### config.mk
export PLATFORM = sky130hd
export DESIGN_NAME = itpq_ctrl
export DESIGN_NICKNAME = d
export VERILOG_FILES = /design/src/rtl/itpq_pkg.sv /design/src/rtl/itpq_ctrl.sv
export SDC_FILE = /design/constraint.sdc
export NUM_CORES = 1
export LEC_CHECK = 0
export BUFFER_PORTS_ARGS = -buffer_cell sky130_fd_sc_hd__buf_4
export CORE_MARGIN = 3
export CORE_UTILIZATION = 29
export CTS_CLUSTER_DIAMETER = 120
export DETAILED_ROUTE_END_ITERATION = 6
export PLACE_DENSITY = 0.85
export SYNTH_ARGS = -nofsm -noshare
export SYNTH_HDL_FRONTEND = slang
export SYNTH_SLANG_ARGS = --single-unit
### constraint.sdc
create_clock -name clk -period 2.09 [get_ports clk]
set_input_delay 0 -clock clk [delete_from_list [all_inputs] [get_ports clk]]
set_output_delay 0 -clock clk [all_outputs]
set_load 0.005 [all_outputs]
### src/rtl/itpq_pkg.sv
`default_nettype none

package itpq_pkg;

  // table size and derived widths
  localparam int TASK_SLOTS = 64;
  localparam int IDX_W      = (TASK_SLOTS > 1) ? $clog2(TASK_SLOTS) : 1;
  localparam int CNT_W      = $clog2(TASK_SLOTS + 1);

  // fixed field widths
  localparam int MODE_W = 2;
  localparam int USER_W = 16;
  localparam int TID_W  = 6;
  localparam int PRIO_W = 31;

  // item operations
  typedef enum logic [MODE_W-1:0] {
    MODE_ADD    = 2'd0,
    MODE_EDIT   = 2'd1,
    MODE_REMOVE = 2'd2,
    MODE_EXEC   = 2'd3
  } mode_t;

  // controller states
  typedef enum logic {
    ST_IDLE = 1'b0,
    ST_SCAN = 1'b1
  } state_t;

  typedef struct packed {
    logic [MODE_W-1:0] mode;
    logic [USER_W-1:0] user_id;
    logic [TID_W-1:0]  task_id;
    logic [PRIO_W-1:0] priority_req;
  } in_item_t;

  typedef struct packed {
    logic              found;
    logic [USER_W-1:0] user_id_out;
  } out_item_t;

  // running best candidate handed from cell to cell
  typedef struct packed {
    logic              have;
    logic [PRIO_W-1:0] prio;
    logic [IDX_W-1:0]  idx;
    logic [USER_W-1:0] user;
  } cand_t;

  // slot update broadcast to the row
  typedef struct packed {
    logic              wr;
    logic              present_val;
    logic              set_user;
    logic              set_prio;
    logic [IDX_W-1:0]  idx;
    logic [USER_W-1:0] user;
    logic [PRIO_W-1:0] prio;
  } slot_cmd_t;

endpackage

`default_nettype wire

### src/rtl/itpq_ctrl.sv
`default_nettype none

module itpq_ctrl (
  input  wire logic                 clk,
  input  wire logic                 rst,
  input  wire logic                 in_valid,
  output logic                      in_stall,
  input  wire itpq_pkg::in_item_t   in_item,
  output logic                      out_valid,
  input  wire logic                 out_stall,
  output itpq_pkg::out_item_t       out_item,
  input  wire itpq_pkg::cand_t      tail,
  output itpq_pkg::slot_cmd_t       cmd
);

  itpq_pkg::state_t state;
  itpq_pkg::state_t state_next;
  logic [itpq_pkg::CNT_W-1:0] cnt;
  logic [itpq_pkg::CNT_W-1:0] cnt_next;

  logic accept;
  logic is_exec;
  logic in_range;
  logic capture;
  logic out_free;
  logic [itpq_pkg::IDX_W+itpq_pkg::TID_W-1:0] task_wide;

  assign task_wide = {{itpq_pkg::IDX_W{1'b0}}, in_item.task_id};
  assign in_range  = task_wide < itpq_pkg::TASK_SLOTS;
  assign is_exec   = in_item.mode == itpq_pkg::MODE_EXEC;
  assign accept    = in_valid && !in_stall;
  assign out_free  = !out_valid || !out_stall;

  // next state
  always_comb begin
    state_next = state;
    cnt_next   = cnt;
    case (state)
      itpq_pkg::ST_IDLE: begin
        if (accept && is_exec) begin
          state_next = itpq_pkg::ST_SCAN;
          cnt_next   = '0;
        end
      end
      itpq_pkg::ST_SCAN: begin
        if (cnt != itpq_pkg::CNT_W'(itpq_pkg::TASK_SLOTS)) begin
          cnt_next = cnt + 1'b1;
        end else if (out_free) begin
          state_next = itpq_pkg::ST_IDLE;
        end
      end
      default: state_next = itpq_pkg::ST_IDLE;
    endcase
  end

  // outputs and slot commands
  always_comb begin
    in_stall = 1'b0;
    capture  = 1'b0;
    cmd      = '0;
    case (state)
      itpq_pkg::ST_IDLE: begin
        cmd.idx  = task_wide[itpq_pkg::IDX_W-1:0];
        cmd.user = in_item.user_id;
        cmd.prio = in_item.priority_req;
        cmd.wr   = accept && !is_exec && in_range;
        case (in_item.mode)
          itpq_pkg::MODE_ADD: begin
            cmd.present_val = 1'b1;
            cmd.set_user    = 1'b1;
            cmd.set_prio    = 1'b1;
          end
          itpq_pkg::MODE_EDIT: begin
            cmd.present_val = 1'b1;
            cmd.set_prio    = 1'b1;
          end
          default: begin
            cmd.present_val = 1'b0;
          end
        endcase
      end
      itpq_pkg::ST_SCAN: begin
        in_stall = 1'b1;
        capture  = (cnt == itpq_pkg::CNT_W'(itpq_pkg::TASK_SLOTS)) && out_free;
        // retire the winning slot
        cmd.wr  = capture && tail.have;
        cmd.idx = tail.idx;
      end
      default: begin
        in_stall = 1'b1;
      end
    endcase
  end

  // control registers
  always_ff @(posedge clk) begin
    if (rst) begin
      state     <= itpq_pkg::ST_IDLE;
      cnt       <= '0;
      out_valid <= 1'b0;
    end else begin
      state <= state_next;
      cnt   <= cnt_next;
      if (capture) begin
        out_valid <= 1'b1;
      end else if (!out_stall) begin
        out_valid <= 1'b0;
      end
    end
  end

  // result register
  always_ff @(posedge clk) begin
    if (capture) begin
      out_item.found       <= tail.have;
      out_item.user_id_out <= tail.have ? tail.user : '0;
    end
  end

endmodule

`default_nettype wire

==> metrics.md <==
| Metric | Value |
|---|---|
| Status | complete, no violations |
| Crit share post-route | 86.4% |
| CTS buffer count | 3 |
| Cell count after synthesis | 158 |
| Final core utilization | 57.5% |
| Initial Util | 31.1% |
| Register share of total power | 46.0% |
| P_sw | 0.000269 W |
| Core area | 0.00491 mm2 |
| Worst path max stage delay | 350 ps |
| Hold Crit Depth | 2 |
| Htree depth | 1 |
| Synth top area share | 33.5% |
| Logic pwr share | 30.6% |
| Commonest cells post-synth | 48 x nor2b_1, 17 x and2_1, 17 x edfxtp_1, 9 x dfxtp_1 |
| Startpoint types | flop |
| Critical path arrival | 1760 ps |
| Worst-Margin Slew | 374 ps |
| Die width | 78.5 um |
| IO Port Bufs | 157 |
| Post-route cell area | 0.00282 mm2 |
| Dpl cell area | 0.00277 mm2 |
| Setup TNS | 0 ps |
| VDD IR max | 0.000269 V |
| Setup Buffers After CTS | 0 |
| Gr ovfl total | 0 |
| GRT Overall Usage | 15.9% |
| Worst-Skew Late Latency | 260 ps |
| Setup WS post-layout | 285 ps |
| Die area | 0.00617 mm2 |
| Relative slew slack | 75.1% |
| Worst Path Max Fanout | 17 |
| HP Start | tail[5] |
| Yosys reg bits | 26 |
| Mapped Nets | 273 |
| Post-synthesis sequential area ratio | 45.3% |
| CTS tree | built |
| Pin count of the biggest net entering global routing | 42 |
| Drt drc | 0 |
| Clock Power Share | 23.3% |
| Total Power | 0.00120 W |
| Pleak | 1.32 nW |
| Synth async-reset ratio | 0% |
| Final #Nets | 429 |
| FF-to-FF path depth | 7 |
| Final-report setup violation count | 0 |
| Gp weighted congestion | 0.771 |
| R2R Path End | out_item[16] |
| CTS max path bufs | 2 |
| Count leader, synth | nor2b_1 |
| RSZ-0062 raised after global routing | no |
| Hold Path End | out_item[5] |
| Clock sink count | 26 |
| Row Count | 25 |
| Power per cell area | 424 mW/mm2 |
| Post-route ant nets | 0 |
| Final min period | 1810 ps |
| Io pins | 189 |
| Hold Path Class | in -> reg |
| Routed WL per cell | 13.8 um |
| Avg Cell Area, Syn | 9.65 um2 |
| Max-capacitance violation count | 0 |
| Max Clock Freq | 554 MHz |
| Die Y | 78.5 um |
| DRT iter0 DRCs | 40 |
| Slew Viols, Final | 0 |
| Number of distinct library cells after synthesis | 34 |
| CTS Root Cell | clkbuf_8 |
| Area Overhead vs Synth | 85.1% |
| First-pass GRT wire length | 7760 um |
| Hold Vio Cnt, Final | 0 |
| Post-synth top flop | edfxtp_1 |
| CP Class | reg -> reg |
| Dominant cell type by area after synthesis | edfxtp_1 |
| Worst EP required | 2050 ps |
| Synthesized cell area | 0.00153 mm2 |
| Yosys warns | 0 |
| Worst slack, placed | 298 ps |
| Worst Skew | 4.85 ps |
| Post-synth EDFFs | 17 |
| Worst R2R Setup Slack | 280 ps |
| Pre-antenna DRT Iters | 4 |
| Vias per inst | 4.46 |
| Antenna violations before repair | 1 |
| CP endpoint kind | flop |
| Clock slew at reported path FFs | 90 ps |
| Sw Share | 22.4% |
| Final wirelength | 5240 um |
| Worst path cell trace | inv_1 -> ha_1 -> nor2b_1 -> and4_2 -> nand2_1 -> a21oi_2 -> buf_4 |
| Layout cells sized above 1 | 55.6% |
| Vias in the first global route | 1693 |
| Internal power | 0.000929 W |
| Slowest-stage cell, CP | dfxtp_1 |
| Vias post-DR | 1700 |
| R2R Path Start | cnt[0] |
| Synth top area cells | edfxtp_1 33%, nor2b_1 20%, dfxtp_1 12%, and2_1 7.0%, mux2_2 4.4% |
[layer usage]
metal | up-vias | share of wire (%) | global-route usage, %
li1 | 842 | - | -
met1 | 734 | 34 | 16.6
met2 | 114 | 52 | 28.1
met3 | 10 | 11 | 4.82
met4 | 0 | 3.6 | 8.74
met5 | - | 0 | 0
[worst max path at each step]
stage | from | to | slack, ps | cells past startpoint
after floorplan | state | out_item[0] | 130 | 5
after global placement | cnt[0] | out_item[13] | 340 | 7
final | cnt[0] | out_item[16] | 280 | 7
after detailed placement | cnt[0] | out_item[13] | 300 | 7
after global routing | cnt[0] | out_item[13] | 110 | 7
after CTS | cnt[0] | out_item[13] | 280 | 7
[power groups by stage]
stage | Clock, W | Combinational, W | Sequential, W
after detailed placement | 0 | 0.000369 | 0.000563
after global placement | 0 | 0.000363 | 0.000563
after CTS | 0.000290 | 0.000372 | 0.000551
after global routing | 0.000305 | 0.000400 | 0.000552
after floorplan | 0 | 0.000116 | 0.000562
final | 0.000280 | 0.000366 | 0.000551
[final cells by class]
type,instances,area (um2)
fill,423,2090
tap,67,83.8
clock buffer,4,45.0
multi-input combinational,117,769
inverter,5,18.8
antenna,1,2.50
sequential,26,692
timing repair buffer,161,1210
[placed cells by master (no fill, tap or decap), types with 2 or more instances in the layout]
cell type	instances
buf_4	160
nor2b_1	48
and2_1	17
edfxtp_1	17
dfxtp_1	8
nand3_1	7
mux2_2	6
a21oi_1	6
inv_1	5
nor2_1	5
nand2_1	3
clkbuf_8	3
a41o_1	2
nand4_1	2
ha_1	2
[flip-flops by register name (all words and copies together) (netlist names)]
register / count
state: 1
out_valid: 1
out_item: 17
cnt: 7
[logic make-up (layout without fill, tap and decap cells)]
group                      count (synthesis)  count (layout)  share of synthesized area, %
buffers and inverters                     15             170                          4.51
AOI/OAI and AO/OA                         15              15                          6.48
other                                      0               1                             0
and+or+nand+nor                           92              92                          36.4
adders and majority gates                  2               2                          1.64
xor gates and xnor gates                   1               1                         0.574
muxes                                      7               7                          5.09
DFF                                       26              26                          45.3
[worst max-delay path, delay by kind of cell (launching register included)]
family	cells	cell delay [ps]
AO/OA/AOI/OAI	1	100
buffers and inverters	2	330
flip-flops	1	350
AND/OR/NAND/NOR	3	570
adder cells (fa/ha/maj)	1	140
[stage by stage]
stage / instances / hold WS [ps]
detailed placement: 375 / 242
global placement: 375 / 240
CTS: 380 / 11.6
finish: 381 / 18.2
global route: 381 / 16.5
floorplan: 158 / 30.0
[repair_timing]
| item | CTS | global route |
|---|---|---|
| hold endpoints to repair | 9 | 0 |
| hold buffers | 1 | 0 |
| resized for setup | 0 | 0 |
(Power assumes the default switching activity.)
