<file path="config.mk">
export PLATFORM = sky130hd
export DESIGN_NAME = itpq_cell
export DESIGN_NICKNAME = d
export VERILOG_FILES = /design/src/rtl/itpq_pkg.sv /design/src/rtl/itpq_cell.sv
export SDC_FILE = /design/constraint.sdc
export NUM_CORES = 1
export LEC_CHECK = 0
export ABC_AREA = 1
export BUFFER_PORTS_ARGS = -buffer_cell sky130_fd_sc_hd__buf_2
export CAP_MARGIN = 5
export CORE_MARGIN = 2
export CORE_UTILIZATION = 42
export CTS_BUF_LIST = sky130_fd_sc_hd__clkbuf_4 sky130_fd_sc_hd__clkbuf_8
export DETAILED_ROUTE_END_ITERATION = 7
export GPL_ROUTABILITY_DRIVEN = 0
export HOLD_SLACK_MARGIN = 0.1
export PLACE_DENSITY = 0.71
export SLEW_MARGIN = 20
export SYNTH_ARGS = -nofsm -noshare
export SYNTH_HDL_FRONTEND = slang
export SYNTH_SLANG_ARGS = --single-unit
</file>
<file path="constraint.sdc">
create_clock -name clk -period 3.95 [get_ports clk]
set_input_delay 0.79 -clock clk [delete_from_list [all_inputs] [get_ports clk]]
set_output_delay 0.79 -clock clk [all_outputs]
set_load 0.005 [all_outputs]
</file>
<file path="src/rtl/itpq_pkg.sv">
`default_nettype none

package itpq_pkg;

  // table size and derived widths
  localparam int TASK_SLOTS = 64;
  localparam int IDX_W      = (TASK_SLOTS > 1) ? $clog2(TASK_SLOTS) : 1;
  localparam int CNT_W      = $clog2(TASK_SLOTS + 1);

  // fixed field widths
  localparam int MODE_W = 2;
  localparam int USER_W = 16;
  localparam int TID_W  = 6;
  localparam int PRIO_W = 31;

  // item operations
  typedef enum logic [MODE_W-1:0] {
    MODE_ADD    = 2'd0,
    MODE_EDIT   = 2'd1,
    MODE_REMOVE = 2'd2,
    MODE_EXEC   = 2'd3
  } mode_t;

  // controller states
  typedef enum logic {
    ST_IDLE = 1'b0,
    ST_SCAN = 1'b1
  } state_t;

  typedef struct packed {
    logic [MODE_W-1:0] mode;
    logic [USER_W-1:0] user_id;
    logic [TID_W-1:0]  task_id;
    logic [PRIO_W-1:0] priority_req;
  } in_item_t;

  typedef struct packed {
    logic              found;
    logic [USER_W-1:0] user_id_out;
  } out_item_t;

  // running best candidate handed from cell to cell
  typedef struct packed {
    logic              have;
    logic [PRIO_W-1:0] prio;
    logic [IDX_W-1:0]  idx;
    logic [USER_W-1:0] user;
  } cand_t;

  // slot update broadcast to the row
  typedef struct packed {
    logic              wr;
    logic              present_val;
    logic              set_user;
    logic              set_prio;
    logic [IDX_W-1:0]  idx;
    logic [USER_W-1:0] user;
    logic [PRIO_W-1:0] prio;
  } slot_cmd_t;

endpackage

`default_nettype wire

</file>
<file path="src/rtl/itpq_cell.sv">
`default_nettype none

module itpq_cell (
  input  wire logic                      clk,
  input  wire logic                      rst,
  input  wire logic [itpq_pkg::IDX_W-1:0] slot_idx,
  input  wire itpq_pkg::slot_cmd_t       cmd,
  input  wire itpq_pkg::cand_t           cand_in,
  output itpq_pkg::cand_t                cand_out
);

  logic                        present;
  logic [itpq_pkg::USER_W-1:0] user;
  logic [itpq_pkg::PRIO_W-1:0] prio;
  logic                        hit;
  logic                        take;

  assign hit = cmd.wr && (cmd.idx == slot_idx);

  // slot contents
  always_ff @(posedge clk) begin
    if (rst) begin
      present <= 1'b0;
      user    <= '0;
    end else if (hit) begin
      present <= cmd.present_val;
      if (cmd.set_user) begin
        user <= cmd.user;
      end
    end
  end

  // priority has no reset value
  always_ff @(posedge clk) begin
    if (hit && cmd.set_prio) begin
      prio <= cmd.prio;
    end
  end

  // later slot wins ties
  assign take = present && (!cand_in.have || (prio >= cand_in.prio));

  // hand the better candidate to the next cell
  always_ff @(posedge clk) begin
    if (take) begin
      cand_out.have <= 1'b1;
      cand_out.prio <= prio;
      cand_out.idx  <= slot_idx;
      cand_out.user <= user;
    end else begin
      cand_out <= cand_in;
    end
  end

endmodule

`default_nettype wire

</file>
==> metrics.txt, run 1 <==
Net Sw Frac=0.235; Boundary Pins=roughly 170; # setup viols final=0; Skew-Pair Late Insertion Delay=~0.37 ns; Layout Cells excl Fill=826; Mapped Cells=between 500 and 600; max-slew violation count=0; CP startpoint kind=primary input; most frequent cells in the layout=buf_2, nand2_1, dfxtp_1; 1st-iter DRT viols=about 120; cts hold-fix bufs=0; Die H=approximately 110 µm; via count of the first global-routing pass=around 3800; fillers=slightly below 1000; initial antenna violation count=1; Seq/Total Area, Yosys=0.530; Synth cell types=30; final hold violation count=0; Period minus WS final=approximately 2.7 ns; most common cell after layout, fill and taps aside=buf_2; Area Overhead vs Synth=25.6%; Die X=approximately 110 µm; total CTS buffers=9; first-pass GRT wire length=about 17000 µm; Num Clock Sinks=roughly 100; critical path class=in -> reg; routed len/inst=12.9 µm; layout cells sized above 1=0.290; Crit path required time=4.26 ns; status=finished clean; fmax=about 370 MHz; PostCTS Resize Cnt=0; CTS tree=yes; Pwr Density=between 300 and 400 nW/µm²; clk buf depth=2; CP most frequent cell=nand2_1; die area=~11000 µm²; Syn Area/Cell=between 8 and 9 µm²; initial core utilization=0.432; buffer count from post-CTS setup fixing=0; total vias in the final route=3907; # port buffers=between 150 and 200; slowest stage delay, CP=around 0.58 ns; Routed Antenna Nets=0; area leader, netlist=dfxtp_1; Total GRT Usage=0.193; Clk pwr share=0.330; clk slew on worst S/H paths=around 0.090 ns; clk_skew=approximately 0.012 ns; CP max FO=between 50 and 60; Psw=470 µW; H-tree depth=3; root buffer cell=clkbuf_8; finished layout cell area=5570 µm²; Logic pwr share=0.109; Synth Warn #=0; core area=between 10000 and 15000 µm²; Pre-Repair DR Iteration Count=6; CP endpoint kind=register; synthesized cell area=4440 µm²; FP Rows=37; largest net degree at the start of global routing=56; number of max-cap violations=0; total grt overflow=0; CP max-delay cell=nand2_4; WP data arrival=~3 ns; Vias/cell=4.73; max_slew headroom=0.369; hold crit path type=reg -> reg; drc violations=0; #FFs+latches synth=a little over 100; HPWL after DPL=slightly below 8000 µm; final setup TNS=0 ns; Routed WL=10600 µm; Int Power=1.53 mW; Sequential Power Share=0.562; Placement Cell Area=5380 µm²; Period Utilization, post-route=0.683; RSZ-0062 raised after global routing=no; Leak=slightly below 3 nW; placed cell count=approximately 810; Syn Nets=between 600 and 700; leading post-synthesis cells by cell area=dfxtp_1, edfxtp_1, nand2_1, ha_1, nand3_1; nets@finish=roughly 840; CP cell instances=buf_2 -> inv_1 -> ha_1 -> nand2_1 -> inv_1 -> nand2_1 -> nand2_1 -> a21oi_1 -> nand2_1 -> nand2_1 -> nand4_4 -> nand2_4 -> nand2_1 -> nand2_1; Max rail drop VDD=about 0.18 mV; fin util=0.542; Worst Tran Pin Value=0.945 ns; Synth top area share=0.320; # diodes=0
## flip-flops by register name, indices dropped and copies added (netlist names)
| register | count |
|---|---|
| cand_out | 54 |
| present | 1 |
| prio | 31 |
| user | 16 |
## critical path: cells and delay by family
kind	cells	cell delay [ns]
AOI/OAI and AO/OA	1	0.14
and+or+nand+nor	9	1.54
adders and majority gates	1	0.31
buffers and inverters	3	0.19
## layer usage
layer  track usage  up-vias  share of wire
met5             0        -              0
met4        0.0863        0          0.023
met3        0.0547       17          0.092
met2         0.326      152           0.47
met1         0.226     1730           0.41
li1              -     2008              -
## worst paths after layout
kind	start	end	slack, ns	depth (start not counted)
setup / recovery	cand_in[32]	cand_out[33]	1.25	14
hold / removal	user[7]	cand_out[7]	0.48	2
setup reg to reg	prio[30]	cand_out[33]	1.40	9
hold reg to reg	user[7]	cand_out[7]	0.48	2
## synth_stat cells, drive strengths merged
cell type  count
a21o           2
a21oi         11
buf           13
clkbuf         6
dfxtp         71
edfxtp        31
ha            31
inv           52
nand2        163
nand3         57
nand3b         1
nand4          7
nor2          49
nor3           4
nor3b          1
nor4           1
o21ai         18
o22ai          1
xor2           1
## metrics by stage
stage	worst slack, ns	total power [mW]	hold WS, ns
floorplan	0.858	1.25	0.445
global placement	0.962	1.36	0.464
detailed placement	0.886	1.37	0.465
CTS	1.26	2.02	0.480
global route	1.03	2.09	0.501
finish	1.25	2.00	0.476
## power groups by stage
stage	Sequential (mW)	Clock [mW]	Combinational (mW)
finish	1.12	0.659	0.218
CTS	1.12	0.677	0.220
floorplan	1.15	0	0.0957
detailed placement	1.15	0	0.219
global placement	1.15	0	0.214
global route	1.13	0.716	0.248
## cells by family after synthesis
logic type	share of synthesized area
flops	0.530
compound gates	0.0383
fa+ha+maj	0.0874
xor+xnor	0.00197
simple gates	0.273
buf+inv	0.0691
## cell type report
| type | count | area [µm²] | area share |
|---|---|---|---|
| Clock inverter | 4 | 46.3 | 0.00831 |
| Sequential cell | 102 | 2350 | 0.422 |
| Inverter | 52 | 195 | 0.0350 |
| Timing Repair Buffer | 174 | 876 | 0.157 |
| Multi-Input combinational cell | 347 | 1790 | 0.321 |
| Clock buffer | 11 | 145 | 0.0260 |
| Tap cell | 136 | 170 | 0.0305 |
(Power assumes the default switching activity.)
==> inputs of run 2 (changes only) <==
- ABC_AREA: 1 -> 0
- PLACE_DENSITY: 0.71 -> 0.72
- clock period: 3.95 -> 2.8 ns (I/O delays scaled with it)
==> metrics.txt, run 2 <==
status=finished clean; area leader, netlist=dfxtp_1; Pre-Repair DR Iteration Count=6 (unchanged); H-tree depth=3 (unchanged); Syn Area/Cell=13.0 µm² (+52%); fin util=0.565 (+0.0229); max_slew headroom=0.702 (+0.333); finished layout cell area=5450 µm² (-2.2%); die area=10600 µm² (-6.7%); Vias/cell=4.67 (-1.2%); total CTS buffers=9 (unchanged); Sequential Power Share=0.547 (-0.015); Area Overhead vs Synth=31.9%; FP Rows=36 (-2.7%); Max rail drop VDD=0.301 mV (+70%); Worst Tran Pin Value=0.443 ns (-0.501 ns); Skew-Pair Late Insertion Delay=0.36 ns (about the same); hold crit path type=in -> reg; buffer count from post-CTS setup fixing=0 (unchanged); routed len/inst=14.2 µm (+10%); Logic pwr share=0.089 (-0.020); Boundary Pins=173 (unchanged); Die X=103 µm (-3.4%); Die H=103 µm (-3.4%); Pwr Density=529 nW/µm² (+47%); critical path class=reg -> reg; number of synthesized flops with an enable pin=31 (unchanged); fmax=between 300 and 400 MHz; via count of the first global-routing pass=3082 (-18%); initial antenna violation count=0 (-1); Period minus WS final=2.60 ns; synth cell count leaders=dfxtp_1, mux2_2, inv_1, edfxtp_1, ha_1; # port buffers=172 (unchanged); RSZ-0062 raised after global routing=no; clk_skew=0.00941 ns (-0.00299 ns); total vias in the final route=3004 (-23%); Seq/Total Area, Yosys=0.569 (+0.0393); biggest regs=cand_out x54, prio x31, user x16; Syn Nets=469 (-30%); CP endpoint kind=register; Total GRT Usage=0.173 (-0.0196); Synth top area share=0.344 (+0.0238); post-synthesis async set-or-reset flop share=0 (unchanged); Synth Flop Type=dfxtp_1; Period Utilization, post-route=0.928; most numerous cell in the Yosys netlist=dfxtp_1; Psw=632 µW (+34%); HPWL after DPL=7170 µm (-7.6%); # setup viols final=0 (unchanged); Clk pwr share=0.364 (+0.034); Hold Crit Start=cmd[15]; Routed WL=9110 µm (-14%); clk slew on worst S/H paths=0.10 ns (about the same); Worst R2R Start=prio[20]; Crit path required time=3.05 ns (-1.21 ns); Int Power=2.25 mW (+47%); CP startpoint kind=register; WP data arrival=2.85 ns (-0.15 ns); root buffer cell=clkbuf_8; leading post-synthesis cells by cell area=dfxtp_1, edfxtp_1, mux2_2, ha_1, mux2i_1; Synth Warn #=0 (unchanged); synthesized cell area=4130 µm² (-6.9%); max-slew violation count=0 (unchanged); most frequent cells in the layout=buf_2, dfxtp_1, mux2_2; first-pass GRT wire length=14000 µm (-18%); Net Sw Frac=0.219 (-0.0159); most common cell after layout, fill and taps aside=buf_2; nets@finish=654 (-22%); Mapped Cells=319 (-39%); CTS tree=yes; cts hold-fix bufs=0 (unchanged); Num Clock Sinks=102 (unchanged); CP max FO=21 (-61%); Synth cell types=33 (+10%); Reg with most FFs=cand_out; Largest register FFs=54 (unchanged); Placement Cell Area=5220 µm² (-3.1%); fillers=873 (-9.3%); total grt overflow=0 (unchanged); 1st-iter DRT viols=51 (-58%); Critical path origin=prio[20]; drc violations=0 (unchanged); number of max-cap violations=0 (unchanged); Leak=2.54 nW (-14%); #FFs+latches synth=102 (unchanged); final hold violation count=0 (unchanged); PostCTS Resize Cnt=0 (unchanged); layout cells sized above 1=0.485 (+0.195); clk buf depth=2 (unchanged); Routed Antenna Nets=0 (unchanged); largest net degree at the start of global routing=32 (-43%); initial core utilization=0.429 (-0.00322); core area=9640 µm² (-6.2%)
-- run 2: cell count changes in the layout (fill, tap and decap cells not counted), sizes merged, moves of 3 or more --
cell / change
and2: +3
nor2: -31
mux2i: +17
inv: -17
o21ai: -12
buf: +9
mux2: +53
xnor2: +3
nand3: -56
nand2: -157
-- run 2: path summary, 6_finish.rpt --
check / slack, ns / to / depth (start not counted)
hold reg to reg: 0.48 / cand_out[4] / 1
setup / recovery: 0.20 / cand_out[13] / 8
setup reg to reg: 0.20 / cand_out[13] / 8
hold / removal: 0.36 / prio[15] / 1
-- run 2: critical path, stage by stage, from the launching register on --
cell      delay [ns]
edfxtp_1        0.41
ha_1            0.31
a21o_1          0.16
a21o_1          0.17
a222oi_1        0.41
a31oi_1         0.19
o21ai_4         0.26
buf_12          0.21
mux2_2          0.35
-- run 2: logic make-up (layout without fill, tap and decap cells) --
family / Yosys count / after routing / synth area share
flip-flops: 102 / 102 / 0.569
multiplexers: 70 / 70 / 0.186
AO/OA/AOI/OAI: 26 / 26 / 0.0409
other: 0 / 1 / 0
XOR/XNOR: 6 / 6 / 0.0127
buffers and inverters: 42 / 232 / 0.0485
adder cells (fa/ha/maj): 31 / 31 / 0.0939
AND/OR/NAND/NOR: 42 / 42 / 0.0491
-- run 2: area by class of cell --
type | count | area (µm²) | share of cell area
Tap cell | 133 | 166 | 0.0305
Inverter | 33 | 124 | 0.0227
Clock inverter | 6 | 91.3 | 0.0168
Sequential cell | 102 | 2350 | 0.432
Antenna cell | 1 | 2.50 | 0.000459
Multi-Input combinational cell | 175 | 1580 | 0.290
Clock buffer | 10 | 138 | 0.0253
Timing Repair Buffer | 183 | 993 | 0.182
-- run 2: power by group through the flow --
stage	clock, mW	combinational (mW)	sequential (mW)
global route	1.13	0.290	1.58
finish	1.05	0.256	1.58
detailed placement	0	0.259	1.61
floorplan	0	0.0962	1.62
CTS	1.08	0.260	1.58
global placement	0	0.251	1.61
-- run 2: metrics by stage --
| stage | hold WS [ns] | instances | setup slack, ns | power (mW) | setup TNS (ns) |
|---|---|---|---|---|---|
| 4_1_cts | 0.342 | 642 | 0.145 | 2.92 | 0 |
| 3_3_place_gp | 0.447 | 626 | -0.0935 | 1.86 | -3.46 |
| 2_1_floorplan | 0.434 | 319 | 0.237 | 1.71 | 0 |
| 3_5_place_dp | 0.452 | 626 | -0.143 | 1.87 | -5.79 |
| 5_1_grt | 0.337 | 642 | 0.0897 | 3.01 | 0 |
| 6_report | 0.364 | 643 | 0.201 | 2.88 | 0 |
-- run 2: routing by layer --
layer / share of wire / vias to the layer above / track usage
met2: 0.49 / 126 / 0.302
met5: 0 / - / 0
met3: 0.10 / 10 / 0.0692
met1: 0.40 / 1371 / 0.190
met4: 0.013 / 0 / 0.0617
li1: - / 1497 / -
==> inputs of run 3 (changes only) <==
- GPL_TIMING_DRIVEN: not set -> 0
==> metrics.txt, run 3 (synthesized netlist as in run 2, its figures left out) <==
final hold slack=0.367 ns (+0.00284 ns); max_slew headroom=0.584 (-0.118); total CTS buffers=9 (unchanged); clk buf depth=2 (unchanged); 1st-iter DRT viols=35 (-31%); root buffer cell=clkbuf_8; routed len/inst=14.8 µm (+4.7%); Worst Tran Pin Value=0.618 ns (+0.175 ns); Skew-Pair Late Insertion Delay=0.36 ns (about the same); Crit path required time=3.06 ns (about the same); number of max-cap violations=0 (unchanged); final hold violation count=0 (unchanged); cts hold-fix bufs=0 (unchanged); nets@finish=656 (+0.31%); pre-CTS worst setup slack=-0.240 ns (-0.0975 ns); initial antenna violation count=0 (unchanged); CP startpoint kind=register; Reg with most FFs=cand_out; total grt overflow=0 (unchanged); # port buffers=171 (-0.58%); Placement Cell Area=5180 µm² (-0.65%); Final Worst Setup Slack=0.124 ns (-0.0768 ns); FP Rows=36 (unchanged); fillers=864 (-1.0%); final setup TNS=0 ns (unchanged); total vias in the final route=3049 (+1.5%); max-slew violation count=0 (unchanged); fin util=0.575 (+0.00987); most frequent cells in the layout=buf_2, dfxtp_1, mux2_2; HPWL after DPL=7430 µm (+3.6%); Die X=103 µm (unchanged); core area=9640 µm² (unchanged); Pwr Density=519 nW/µm² (-1.9%); # diodes=0 (-1); via count of the first global-routing pass=3067 (-0.49%); Largest register FFs=54 (unchanged); Layout Cells excl Fill=644 (+0.16%); die area=10600 µm² (unchanged); most common cell after layout, fill and taps aside=buf_2; Routed Antenna Nets=0 (unchanged); largest net degree at the start of global routing=18 (-44%); Period Utilization, post-route=0.956 (+0.0274); CP max FO=10 (-52%); Vias/cell=4.73 (+1.3%); Pre-Repair DR Iteration Count=6 (unchanged); Area Overhead vs Synth=34.2%; hold crit path type=in -> reg; first-pass GRT wire length=14200 µm (+1.6%); initial core utilization=0.429 (unchanged); Die H=103 µm (unchanged); clk_skew=0.00666 ns (-0.00275 ns); layout cells sized above 1=0.493 (+0.00789); WP data arrival=2.93 ns (+0.08 ns); CTS tree=yes; finished layout cell area=5540 µm² (+1.7%); Total GRT Usage=0.176 (+0.00284); Routed WL=9550 µm (+4.9%); status=finished clean; biggest regs=cand_out x54, prio x31, user x16; # setup viols final=0 (unchanged); drc violations=0 (unchanged); Max rail drop VDD=0.272 mV (-9.5%); Boundary Pins=173 (unchanged); CP endpoint kind=register; Period minus WS final=2.68 ns (+0.0768 ns); critical path class=reg -> reg; Leak=2.58 nW (+1.3%); H-tree depth=3 (unchanged); clk slew on worst S/H paths=0.09 ns (about the same); Final Power=2.88 mW (-0.22%); placed cell count=624 (-0.32%); Num Clock Sinks=102 (unchanged); fmax=374 MHz (-2.9%)
## run 3: critical path, stage by stage (launching register included)
cell and delay (ns):
edfxtp_1 0.44, ha_4 0.24, a21o_1 0.16, a21o_1 0.18
a222oi_1 0.42, a31oi_1 0.22, o21ai_4 0.24, buf_12 0.17
buf_8 0.14, mux2_2 0.34
## run 3: path summary, 6_finish.rpt
| path | from | to | slack (ns) | depth (start not counted) |
|---|---|---|---|---|
| setup / recovery | prio[20] | cand_out[3] | 0.12 | 9 |
| hold / removal | cmd[23] | prio[23] | 0.37 | 1 |
| setup reg to reg | prio[20] | cand_out[3] | 0.12 | 9 |
| hold reg to reg | user[5] | cand_out[5] | 0.48 | 1 |
## run 3: area by class of cell
type                       count  area (µm²)  area share
clock inverter                 4        70.1      0.0126
inverter                      33         124      0.0223
multi-input combinational    175        1650       0.297
buffer                         9         106      0.0192
sequential                   102        2350       0.424
tap                          133         166      0.0300
clock buffer                  12         153      0.0275
timing repair buffer         176         926       0.167
## run 3: report_power, final
| part | switching (mW) | leakage [nW] | internal (mW) |
|---|---|---|---|
| Sequential | 0.0116 | 0.871 | 1.57 |
| Combinational | 0.110 | 1.59 | 0.151 |
| Clock | 0.492 | 0.117 | 0.546 |
## run 3: repair_timing
action                     in CTS  in global routing
setup buffers                   0                  4
setup endpoints to repair       0                 50
resized for setup               0                 13
## run 3: per-layer routing
layer	wire (µm)	vias up	GRT usage
li1	-	1493	-
met1	3690	1415	0.192
met2	4850	129	0.312
met3	863	12	0.0578
met4	153	0	0.0759
met5	0	-	0
